===== config.mk =====
export PLATFORM = sky130hd
export DESIGN_NAME = framed_word_receiver_unit
export DESIGN_NICKNAME = d
export VERILOG_FILES = /design/src/design/fwr_pkg.sv /design/src/design/framed_word_receiver_unit.sv
export SDC_FILE = /design/constraint.sdc
export NUM_CORES = 2
export LEC_CHECK = 0
export BUFFER_PORTS_ARGS = -buffer_cell sky130_fd_sc_hd__buf_2
export CORE_MARGIN = 2
export CORE_UTILIZATION = 40
export CTS_CLUSTER_DIAMETER = 100
export DETAILED_ROUTE_END_ITERATION = 10
export MAX_ROUTING_LAYER = met4
export PLACE_DENSITY_LB_ADDON = 0.08
export REMOVE_ABC_BUFFERS = 1
export SYNTH_ARGS = -nofsm -noshare
export SYNTH_HDL_FRONTEND = slang
export SYNTH_SLANG_ARGS = --single-unit

===== constraint.sdc =====
create_clock -name clk -period 3.8 [get_ports clk]
set_clock_uncertainty 0.1 [all_clocks]
set_input_delay 0.38 -clock clk [delete_from_list [all_inputs] [get_ports clk]]
set_output_delay 0.38 -clock clk [all_outputs]
set_load 0.03 [all_outputs]

===== src/design/fwr_pkg.sv =====
// Shared types and constants of the framed word receiver.
// No dependencies; imported by framed_word_receiver_unit and its testbench.
`default_nettype none
package fwr_pkg;

	// Sign byte that opens a frame; data and closing signs count up from it
	localparam logic [7:0] SIGN_BASE  = 8'h61;
	// Last byte position of a 4-byte group (bytes still to come after the first)
	localparam logic [1:0] GROUP_LAST = 2'd3;

	// Receiver phase, one-hot
	typedef enum logic [6:0] {
		PH_HUNT     = 7'b0000001,
		PH_LEN      = 7'b0000010,
		PH_DSIGN    = 7'b0000100,
		PH_DATA     = 7'b0001000,
		PH_END      = 7'b0010000,
		PH_DRAIN_RD = 7'b0100000,
		PH_DRAIN_LD = 7'b1000000
	} phase_t;

endpackage
`default_nettype wire


===== src/design/framed_word_receiver_unit.sv =====
// Framed word receiver: byte-serial frame parser with a word store and result drain.
// Depends on fwr_pkg.
//
// Usage:
//   Input channel (in_valid/in_ready, rx_byte) takes one received byte per request.
//   A frame is 'a', a 4-byte little-endian count, then per word k the sign 'a'+k and
//   4 data bytes, then five bytes of 'a'+count+1. A wrong sign drops the frame.
//   Output channel (out_valid/out_ready) returns data_word, word_number, word_valid
//   and last. A good frame returns its words in order; an empty frame returns one
//   request with word_valid low; last marks the final request of the frame.
// Throughput: one byte per cycle while parsing. After the closing byte the block
//   stops taking bytes and drains the word store, each word by a memory read, then
//   an output load, and holds the input until the drain ends, longer under output
//   stall. The single read port of the word store sets the drain's pace.
// First result: follows the closing byte by a store read, then an output load.
// Stalls: the output register holds a request until taken; bytes keep flowing while
//   it waits, and a following drain waits for it to empty.
// Reset: the parser hunts for 'a' and the output is empty. The word store is not
//   cleared; only entries written in the current frame are read.
`default_nettype none
module framed_word_receiver_unit #(
	parameter int MAX_WORDS = 64
) (
	input  wire  logic        clk,
	input  wire  logic        arst_n,
	input  wire  logic        in_valid,
	output logic              in_ready,
	input  wire  logic [7:0]  rx_byte,
	output logic              out_valid,
	input  wire  logic        out_ready,
	output logic [31:0]       data_word,
	output logic [5:0]        word_number,
	output logic              word_valid,
	output logic              last
);
	import fwr_pkg::*;

	// Address width of the store, and width of counts that reach MAX_WORDS+1
	localparam int AW = (MAX_WORDS > 1) ? $clog2(MAX_WORDS) : 1;
	localparam int CW = $clog2(MAX_WORDS + 2);
	localparam int SW = ((CW > 8) ? CW : 8) + 1;

	phase_t          phase_q;
	logic [1:0]      bc_q;
	logic [23:0]     asm_q;
	logic [CW-1:0]   frame_words_q;
	logic [CW-1:0]   idx_q;
	logic [CW-1:0]   rd_idx_q;

	logic [31:0]     mem [MAX_WORDS];
	logic [31:0]     mem_rd_q;

	logic            out_valid_q;
	logic [31:0]     data_word_q;
	logic [5:0]      word_number_q;
	logic            word_valid_q;
	logic            last_q;

	logic            accept;
	logic            out_free;
	logic [31:0]     group_word;
	logic [CW-1:0]   fw_plus1;
	logic [CW-1:0]   rd_next;
	logic [SW-1:0]   byte_ext;
	logic [SW-1:0]   dsign_exp;
	logic [SW-1:0]   esign_exp;
	logic            mem_we;
	logic [AW-1:0]   wr_addr;
	logic            rd_last;

	assign in_ready = (phase_q != PH_DRAIN_RD) && (phase_q != PH_DRAIN_LD);
	assign accept   = in_valid && in_ready;
	assign out_free = !out_valid_q || out_ready;

	// Full group word once the fourth byte arrives
	assign group_word = {rx_byte, asm_q};
	assign fw_plus1   = frame_words_q + CW'(1);
	assign rd_next    = rd_idx_q + CW'(1);
	assign rd_last    = (rd_next == frame_words_q) || (frame_words_q == '0);

	// Sign compare without wrap
	assign byte_ext  = SW'(rx_byte);
	assign dsign_exp = SW'(SIGN_BASE) + SW'(idx_q);
	assign esign_exp = SW'(SIGN_BASE) + SW'(fw_plus1);

	// Store the word on the fourth data byte
	assign mem_we  = accept && (phase_q == PH_DATA) && (bc_q == '0);
	assign wr_addr = AW'(idx_q - CW'(1));

	// Word store write port
	always_ff @(posedge clk) begin
		if (mem_we) begin
			mem[wr_addr] <= group_word;
		end
	end

	// Word store read port, registered; drain reads never meet a write
	always_ff @(posedge clk) begin
		if (phase_q == PH_DRAIN_RD) begin
			mem_rd_q <= mem[AW'(rd_idx_q)];
		end
	end

	// Collect group bytes, low byte first
	always_ff @(posedge clk) begin
		if (accept && ((phase_q == PH_LEN) || (phase_q == PH_DATA))) begin
			case (bc_q)
				2'd3: asm_q[7:0]   <= rx_byte;
				2'd2: asm_q[15:8]  <= rx_byte;
				2'd1: asm_q[23:16] <= rx_byte;
				default: ;
			endcase
		end
	end

	// Parse bytes and sequence the drain
	always_ff @(posedge clk or negedge arst_n) begin
		if (!arst_n) begin
			phase_q       <= PH_HUNT;
			bc_q          <= '0;
			frame_words_q <= '0;
			idx_q         <= '0;
			rd_idx_q      <= '0;
		end else begin
			case (phase_q)
				PH_HUNT: begin
					if (accept && (rx_byte == SIGN_BASE)) begin
						bc_q    <= GROUP_LAST;
						phase_q <= PH_LEN;
					end
				end
				PH_LEN: begin
					if (accept) begin
						if (bc_q != '0) begin
							bc_q <= bc_q - 2'd1;
						end else if (group_word > 32'(MAX_WORDS)) begin
							phase_q <= PH_HUNT;
						end else begin
							frame_words_q <= CW'(group_word);
							idx_q         <= CW'(1);
							phase_q       <= PH_DSIGN;
						end
					end
				end
				PH_DSIGN: begin
					if (accept) begin
						if (byte_ext == dsign_exp) begin
							bc_q    <= GROUP_LAST;
							phase_q <= (idx_q == fw_plus1) ? PH_END : PH_DATA;
						end else begin
							phase_q <= PH_HUNT;
						end
					end
				end
				PH_DATA: begin
					if (accept) begin
						if (bc_q != '0) begin
							bc_q <= bc_q - 2'd1;
						end else begin
							idx_q   <= idx_q + CW'(1);
							phase_q <= PH_DSIGN;
						end
					end
				end
				PH_END: begin
					if (accept) begin
						if (byte_ext != esign_exp) begin
							phase_q <= PH_HUNT;
						end else if (bc_q != '0) begin
							bc_q <= bc_q - 2'd1;
						end else begin
							rd_idx_q <= '0;
							phase_q  <= PH_DRAIN_RD;
						end
					end
				end
				PH_DRAIN_RD: begin
					phase_q <= PH_DRAIN_LD;
				end
				PH_DRAIN_LD: begin
					if (out_free) begin
						rd_idx_q <= rd_next;
						phase_q  <= rd_last ? PH_HUNT : PH_DRAIN_RD;
					end
				end
				default: begin
					phase_q <= PH_HUNT;
				end
			endcase
		end
	end

	// Output register: load from the drain, drop when taken
	always_ff @(posedge clk or negedge arst_n) begin
		if (!arst_n) begin
			out_valid_q <= 1'b0;
		end else if ((phase_q == PH_DRAIN_LD) && out_free) begin
			out_valid_q <= 1'b1;
		end else if (out_ready) begin
			out_valid_q <= 1'b0;
		end
	end

	// Output payload; an empty frame gives a zero word
	always_ff @(posedge clk) begin
		if ((phase_q == PH_DRAIN_LD) && out_free) begin
			data_word_q   <= (frame_words_q == '0) ? 32'd0 : mem_rd_q;
			word_number_q <= 6'(rd_idx_q);
			word_valid_q  <= (frame_words_q != '0);
			last_q        <= rd_last;
		end
	end

	assign out_valid   = out_valid_q;
	assign data_word   = data_word_q;
	assign word_number = word_number_q;
	assign word_valid  = word_valid_q;
	assign last        = last_q;

	// An empty-frame request always closes the frame
	a_empty_is_last: assert property (@(posedge clk) disable iff (!arst_n)
		(out_valid_q && !word_valid_q) |-> last_q)
		else $error("empty-frame result without last");

	// The stored count never exceeds capacity
	a_count_bound: assert property (@(posedge clk) disable iff (!arst_n)
		(phase_q == PH_DSIGN || phase_q == PH_DATA || phase_q == PH_END ||
		 phase_q == PH_DRAIN_RD || phase_q == PH_DRAIN_LD)
		|-> (frame_words_q <= CW'(MAX_WORDS)))
		else $error("frame count above capacity");

	// Data words are only written inside the announced count
	a_write_in_frame: assert property (@(posedge clk) disable iff (!arst_n)
		mem_we |-> ((idx_q != '0) && (idx_q <= frame_words_q)))
		else $error("word store write outside the frame");

	// The drain pointer stays within the frame
	a_drain_bound: assert property (@(posedge clk) disable iff (!arst_n)
		(phase_q == PH_DRAIN_RD || phase_q == PH_DRAIN_LD)
		|-> ((rd_idx_q < frame_words_q) || (rd_idx_q == '0)))
		else $error("drain pointer beyond frame");

	// A drain load phase is entered only straight from a store read
	a_read_before_load: assert property (@(posedge clk) disable iff (!arst_n)
		$rose(phase_q == PH_DRAIN_LD) |-> $past(phase_q == PH_DRAIN_RD))
		else $error("drain load without a store read");

endmodule
`default_nettype wire


# After elaboration in Yosys (flattened, before gate mapping)
# Memories as Yosys holds them, arrays and structs flattened. A register that Yosys moved wholly into a read port is not among the register bits.
# Cells that the tools add are included.
# word_totals
input_bits	12
n_memories	1
out_inout_bits	42
wordCells	121
register_bits	95
ram_bits	2048
# op_classes
n_lt_le_gt_ge	1
n_reduce_logical	28
addsub	7
muxes	38
n_bitwise	2
n_eq_ne	31
# memory_table
name	words	width	rd	rd_clocked_by_memory_dff	wr	line_no	source
mem	64	32	1	1	1	framed_word_receiver_unit.sv:50	logic [31:0] mem [MAX_WORDS];
# op_table
operator	n
7-bit two-way mux	19
7-bit case mux with 7 select lines	1
32-bit by 7-bit greater-than comparator with 1-bit output (second input constant)	1
7-bit case mux with 2 select lines	2
2-bit inequality test (second input constant)	12
7-bit by 1-bit adder with 7-bit output (second input constant)	3
7-bit by 7-bit adder with 8-bit output (first input constant)	2
7-bit equality test	2
2-bit two-way mux	7
5-bit two-way mux	2
9-bit AND reduction	1
8-bit by 7-bit equality test with 1-bit output (second input constant)	1
8-bit equality test	1
8-bit inequality test	1
2-bit case mux with 4 select lines	1
2-bit nonzero test	4
7-bit by 1-bit equality test with 1-bit output (second input constant)	1
7-bit by 2-bit equality test with 1-bit output (second input constant)	1
7-bit by 3-bit equality test with 1-bit output (second input constant)	1
7-bit by 4-bit equality test with 1-bit output (second input constant)	1
7-bit by 5-bit equality test with 1-bit output (second input constant)	1
7-bit by 6-bit equality test with 1-bit output (second input constant)	1
7-bit equality test (second input constant)	1
1-bit logical AND	7
other kinds (24)	33

# Depth between registers and ports, before layout
# depth
word_depth	7
mapped_depth	12
mapped_depth_nobuf	10

# Least setup slack after synthesis
# No wires, ideal clock.
# synth_timing
path_type	flip-flop to flip-flop
from	reg idx_q[0]
to	mem mem[16][0] (enable)
period_less_slack_ps	3946
path_stages_with_launch	12
slack_ps	-146
path_buffers	3
required_ps	3279
arrival_time_ps	3424
setup_ps	421
cell_sequence	dfrtp_1 > clkbuf_1 > inv_1 > ha_1 > buf_1 > nor2_1 > nor2_1 > o32a_1 > o22a_1 > or2_2 > buf_1 > nor2_1
# synth_via
elab_chain_len	1
# synth_lines
item	line_no	source
start, declared	framed_word_receiver_unit.sv:47	logic [CW-1:0] idx_q;
start signal, assigned	framed_word_receiver_unit.sv:160	idx_q <= idx_q + CW'(1);
6-bit by 1-bit subtractor with 6-bit output	framed_word_receiver_unit.sv:88	assign wr_addr = AW'(idx_q - CW'(1));
end, declared	framed_word_receiver_unit.sv:50	
# Every way passes these cells.

# Final worst setup path
# layout_timing
from	reg frame_words_q[0]
to	reg phase_q[3]
# layout_via
elab_chain_len	6
elab_cells_between_ends	12
cone_classes	add/sub: 2; eq/ne: 3; mux: 6; reduce/logical: 1
# layout_lines
item	line_no	source
start, declared	framed_word_receiver_unit.sv:46	logic [CW-1:0] frame_words_q;
start signal, assigned	framed_word_receiver_unit.sv:139	frame_words_q <= CW'(group_word);
7-bit by 1-bit adder with 7-bit output (*)	framed_word_receiver_unit.sv:77	assign fw_plus1 = frame_words_q + CW'(1);
7-bit by 7-bit adder with 8-bit output / 7-bit equality test (equally long branches)	framed_word_receiver_unit.sv:84, framed_word_receiver_unit.sv:149	
8-bit inequality test / 5-bit two-way mux (equally long branches)	framed_word_receiver_unit.sv:167, framed_word_receiver_unit.sv:149	
7-bit two-way mux / 5-bit two-way mux (equally long branches)	framed_word_receiver_unit.sv:167, framed_word_receiver_unit.sv:147	
7-bit two-way mux, on equally long branches	framed_word_receiver_unit.sv:166, framed_word_receiver_unit.sv:146	
7-bit case mux with 7 select lines	framed_word_receiver_unit.sv:125	case (phase_q)
end signal, assigned	framed_word_receiver_unit.sv:149	phase_q <= (idx_q == fw_plus1) ? PH_END : PH_DATA;
end signal, assigned	framed_word_receiver_unit.sv:183	phase_q <= rd_last ? PH_HUNT : PH_DRAIN_RD;
end, declared	framed_word_receiver_unit.sv:43	phase_t phase_q;
# Every way passes the cells marked *; elsewhere a longest branch is shown, timed or not. The select of a mux whose other input is x is not followed.
# A chain may end at the register's enable or synchronous reset.

==> impl.org <==
** Status
- Status :: finished, final reports clean

** Critical path
- The worst setup path is captured at a flip-flop.
- For the worst setup path, the data arrival time is 4.05 ns.
- Required @ worst endpoint :: 4.43 ns
- The worst setup path is launched from a flip-flop.
- In this run the critical register-to-register path is launched from frame_words_q[0].
- Worst r2r dst :: phase_q[3]
- Reg-to-reg slack, setup :: 0.38 ns
- R2R cell count :: 9
- In this run the worst path has a maximum fanout of 10.
- Worst Path Class, Setup :: reg2reg

** Yosys
- Of the post-synthesis cell area, the part taken by muxes is 18.2%.
- For this run, the number of Yosys warnings is 0.
- Counting distinct cell types in the post-synthesis netlist gives 66.
- Summed over its instances, the top area cell type makes up 76.9% of the synthesized netlist area.
- For this run, the leading register cell type out of synthesis is sky130_fd_sc_hd__edfxtp_1.
- The synthesized netlist devotes 0.595% of its cell area to compound gates.
- Top cells by area, synth :: sky130_fd_sc_hd__edfxtp_1 (77%), sky130_fd_sc_hd__mux4_2 (18%), sky130_fd_sc_hd__dfrtp_1 (0.90%)
- Fraction of synthesized cell area in xor and xnor cells :: 0.508%
- Cell area after synthesis :: 0.0837 mm²
- Dividing the synthesized area by the synthesized cell count gives 24.1 µm².
- Proportion of synthesized chip area in sequential cells :: 77.8%
- Post-synthesis cell type with the largest combined area :: sky130_fd_sc_hd__edfxtp_1
- Area share of and/or/nand/nor cells after synthesis :: 1.71%
- Counting every instance in the synthesized netlist gives 3,469.
- The synthesized netlist devotes 0.149% of its cell area to adder and majority cells.
- Async SR Flop Fraction :: 1.43%
- Dominant combinational cell family by area after synthesis :: multiplexers
- In this run, synthesis produced a sequential element count of 2,175.
- Number of flops mapped to enable cells by yosys :: 2,144

** Hold path
- Along the worst hold path, the cell count comes to 2.
- Sink of the worst hold path :: asm_q[3]
- Tightest Hold Check Type :: in2reg
- Hold path startpoint :: rx_byte[3]

** Clocking
- The clock drives 2,175 sinks.
- Root buffer cell :: sky130_fd_sc_hd__clkbuf_16
- In this run, CTS created clock tree buffers numbering 221.
- For the worst-skew pair, the clock arrives at the later sink with an insertion delay of 0.86 ns.
- The clock passes through at most 3 buffers.
- The H-tree generated during clock tree synthesis spans 4 levels.
- Post-CTS timing repair inserted 0 buffers for setup.
- Reg clk slew, reported paths :: 0.06 ns
- Number of gates resized after cts :: 0
- CTS tree :: yes

** GRT
- Entering global routing, the biggest net connects 69 pins.
- Global-route wire length before repair :: 305 mm
- Met1 Track Usage GR :: 28.6%
- Initial antenna violation count :: 20
- Via count of the first global-routing pass :: 40.3k
- In this run the most used layer during global routing was met2.
- GRT Util Overall :: 21.0%
- For met3 alone, demand over resource in global routing was 2.99%.
- Met2 Usage GRT :: 33.7%
- The total overflow left after global routing is 0.

** Die
- Pin placement for this block handled 54 I/O pins.
- Row count :: 167
- Core region area :: 0.207 mm²
- In this run the horizontal extent of the chip is 461 µm.
- Starting Density :: 40.3%
- Y dimension of the die :: 461 µm
- Area enclosed by the die boundary :: 0.213 mm²

** STA
- Share of the clock period used by the worst path after layout :: 90.0%
- Setup violations remaining at the end of the flow were counted as 0.
- The number of pins exceeding their max-slew limit in the final report is 0.
- In this run the tightest slew margin relative to its limit is 22.9%.
- Subtracting the final worst setup slack from the clock period gives 3.42 ns.
- Endpoints failing hold :: 0
- For the pin with the worst max-slew slack, the measured transition is 1.13 ns.
- Timing-limited maximum frequency :: 292 MHz
- Setup repair after global routing left no endpoint under its margin.
- In the post-route analysis, the smallest setup slack over all paths is 0.379 ns.

** Detailed routing
- Post-route DRC :: 0
- Iteration-0 DRC count of the detailed router :: 3,893
- Wire per inst :: 31.6 µm
- Final Routed Wirelength :: 214 mm
- For this run, the detailed router's first-pass iteration total came to 5.
- Via density per instance :: 5.62
- Antenna Violating Nets Remaining :: 0
- The routed layout has 38.1k vias.

** Job
- The tool flagged a number of max-cap violations equal to 0.

** Place
- Worst setup slack after placement :: 0.424 ns
- Gp weighted congestion :: 0.842
- Port buffering added 53 buffers.
- Placed Cells :: 6,342
- Hpwl dp :: 123 mm

** Pwr
- P_leak :: 29.2 nW
- Power density cells :: 508 mW/mm²
- Worst ir drop on vdd :: 0.368 mV

** Finish
- Compared with the post-synthesis result, the final layout area differs by 16.6%.
- Leaving out filler cells and counting taps, the final layout contains 6,772.
- Fraction of final layout cells sized beyond drive strength 1 :: 34.2%
- The top cell types in the final layout, fill and taps aside, are sky130_fd_sc_hd__edfxtp_1 (2,144), sky130_fd_sc_hd__mux4_2 (672), sky130_fd_sc_hd__clkbuf_16 (224).
- Final net count :: 3,810
- Commonest non-fill, non-tap cell in the layout :: sky130_fd_sc_hd__edfxtp_1
- Measured on the finished design, the core utilization comes to 47.0%.
[per-layer routing]
layer,part of all wire (%),routed length (µm)
met4,2.0,4360
met2,50,107000
met3,4.9,10500
met1,43,92300
met5,0,0
[what timing repair did]
item | CTS | global route
endpoints found under the hold margin | 59 | 0
endpoints found under the setup margin | 0 | 0
hold buffers | 11 | 0
[cells in the mapped netlist, types with 14 or more instances]
master                     instances
sky130_fd_sc_hd__edfxtp_1       2144
sky130_fd_sc_hd__and2_1           37
sky130_fd_sc_hd__nand2_1          47
sky130_fd_sc_hd__inv_1            14
sky130_fd_sc_hd__nor2_1           99
sky130_fd_sc_hd__buf_2            35
sky130_fd_sc_hd__xor2_1           18
sky130_fd_sc_hd__o21ai_0          20
sky130_fd_sc_hd__nand3_1          22
sky130_fd_sc_hd__clkbuf_1         82
sky130_fd_sc_hd__xnor2_1          28
sky130_fd_sc_hd__mux4_2          672
sky130_fd_sc_hd__buf_1            59
sky130_fd_sc_hd__dfrtp_1          30
[sequential cells by signal, indices dropped and copies added (netlist names)]
signal         count
asm_q             24
bc_q               2
data_word         32
frame_words_q      7
idx_q              7
last               1
mem             2048
mem_rd_q          32
out_valid          1
phase_q            7
rd_idx_q           7
word_number        6
word_valid         1
[cells by family after synthesis]
kind of cell               after synthesis
DFF                                   2175
xor gates and xnor gates                47
muxes                                  682
and+or+nand+nor                        282
buffers and inverters                  197
AOI/OAI and AO/OA                       76
adders and majority gates               10
[area by class of cell]
cell class | instances | area, µm²
Inverter | 14 | 52.6
Sequential cell | 2175 | 65200
Multi-Input combinational cell | 1097 | 18200
Clock inverter | 143 | 1800
Tap cell | 2788 | 3490
Clock buffer | 267 | 5790
Timing Repair Buffer | 279 | 3050
Fill cell | 16700 | 110000
Antenna cell | 9 | 22.5
[worst max path at each step]
stage                startpoint        endpoint  depth (start not counted)
2_1_floorplan       rd_idx_q[0]  word_number[0]                          0
3_3_place_gp           idx_q[0]     mem[50][16]                          9
3_5_place_dp   frame_words_q[0]      phase_q[3]                          9
4_1_cts        frame_words_q[0]      phase_q[3]                          9
5_1_grt        frame_words_q[0]      phase_q[3]                          9
6_report       frame_words_q[0]      phase_q[3]                          9
[power by group]
group / total [W] / switching, W / internal, W
clock: 0.0227 / 0.00920 / 0.0135
sequential: 0.0262 / 0.0000233 / 0.0262
combinational: 0.000565 / 0.000422 / 0.000143
total: 0.0495 / 0.00964 / 0.0399
[worst max-delay path: stages, from the launching register on]
cell	delay, ns
sky130_fd_sc_hd__dfrtp_1	0.57
sky130_fd_sc_hd__ha_1	0.44
sky130_fd_sc_hd__and3_4	0.26
sky130_fd_sc_hd__and3_4	0.19
sky130_fd_sc_hd__xnor3_1	0.23
sky130_fd_sc_hd__nand3_1	0.09
sky130_fd_sc_hd__or4b_4	0.50
sky130_fd_sc_hd__or3_4	0.43
sky130_fd_sc_hd__o21ai_2	0.15
sky130_fd_sc_hd__mux2_1	0.34
[through the flow]
| stage | cell area [µm²] | total power [W] | setup TNS (ns) | hold WS, ns |
|---|---|---|---|---|
| 6_report | 97600 | 0.0495 | 0 | 0.129 |
| 5_1_grt | 97600 | 0.0510 | 0 | 0.141 |
| 4_1_cts | 97600 | 0.0500 | 0 | 0.0743 |
| 3_5_place_dp | 89900 | 0.0273 | 0 | 0.404 |
| 3_3_place_gp | 89900 | 0.0273 | 0 | 0.383 |
| 2_1_floorplan | 82900 | 0.0270 | -768.45 | -0.0156 |
(Power assumes the default switching activity.)
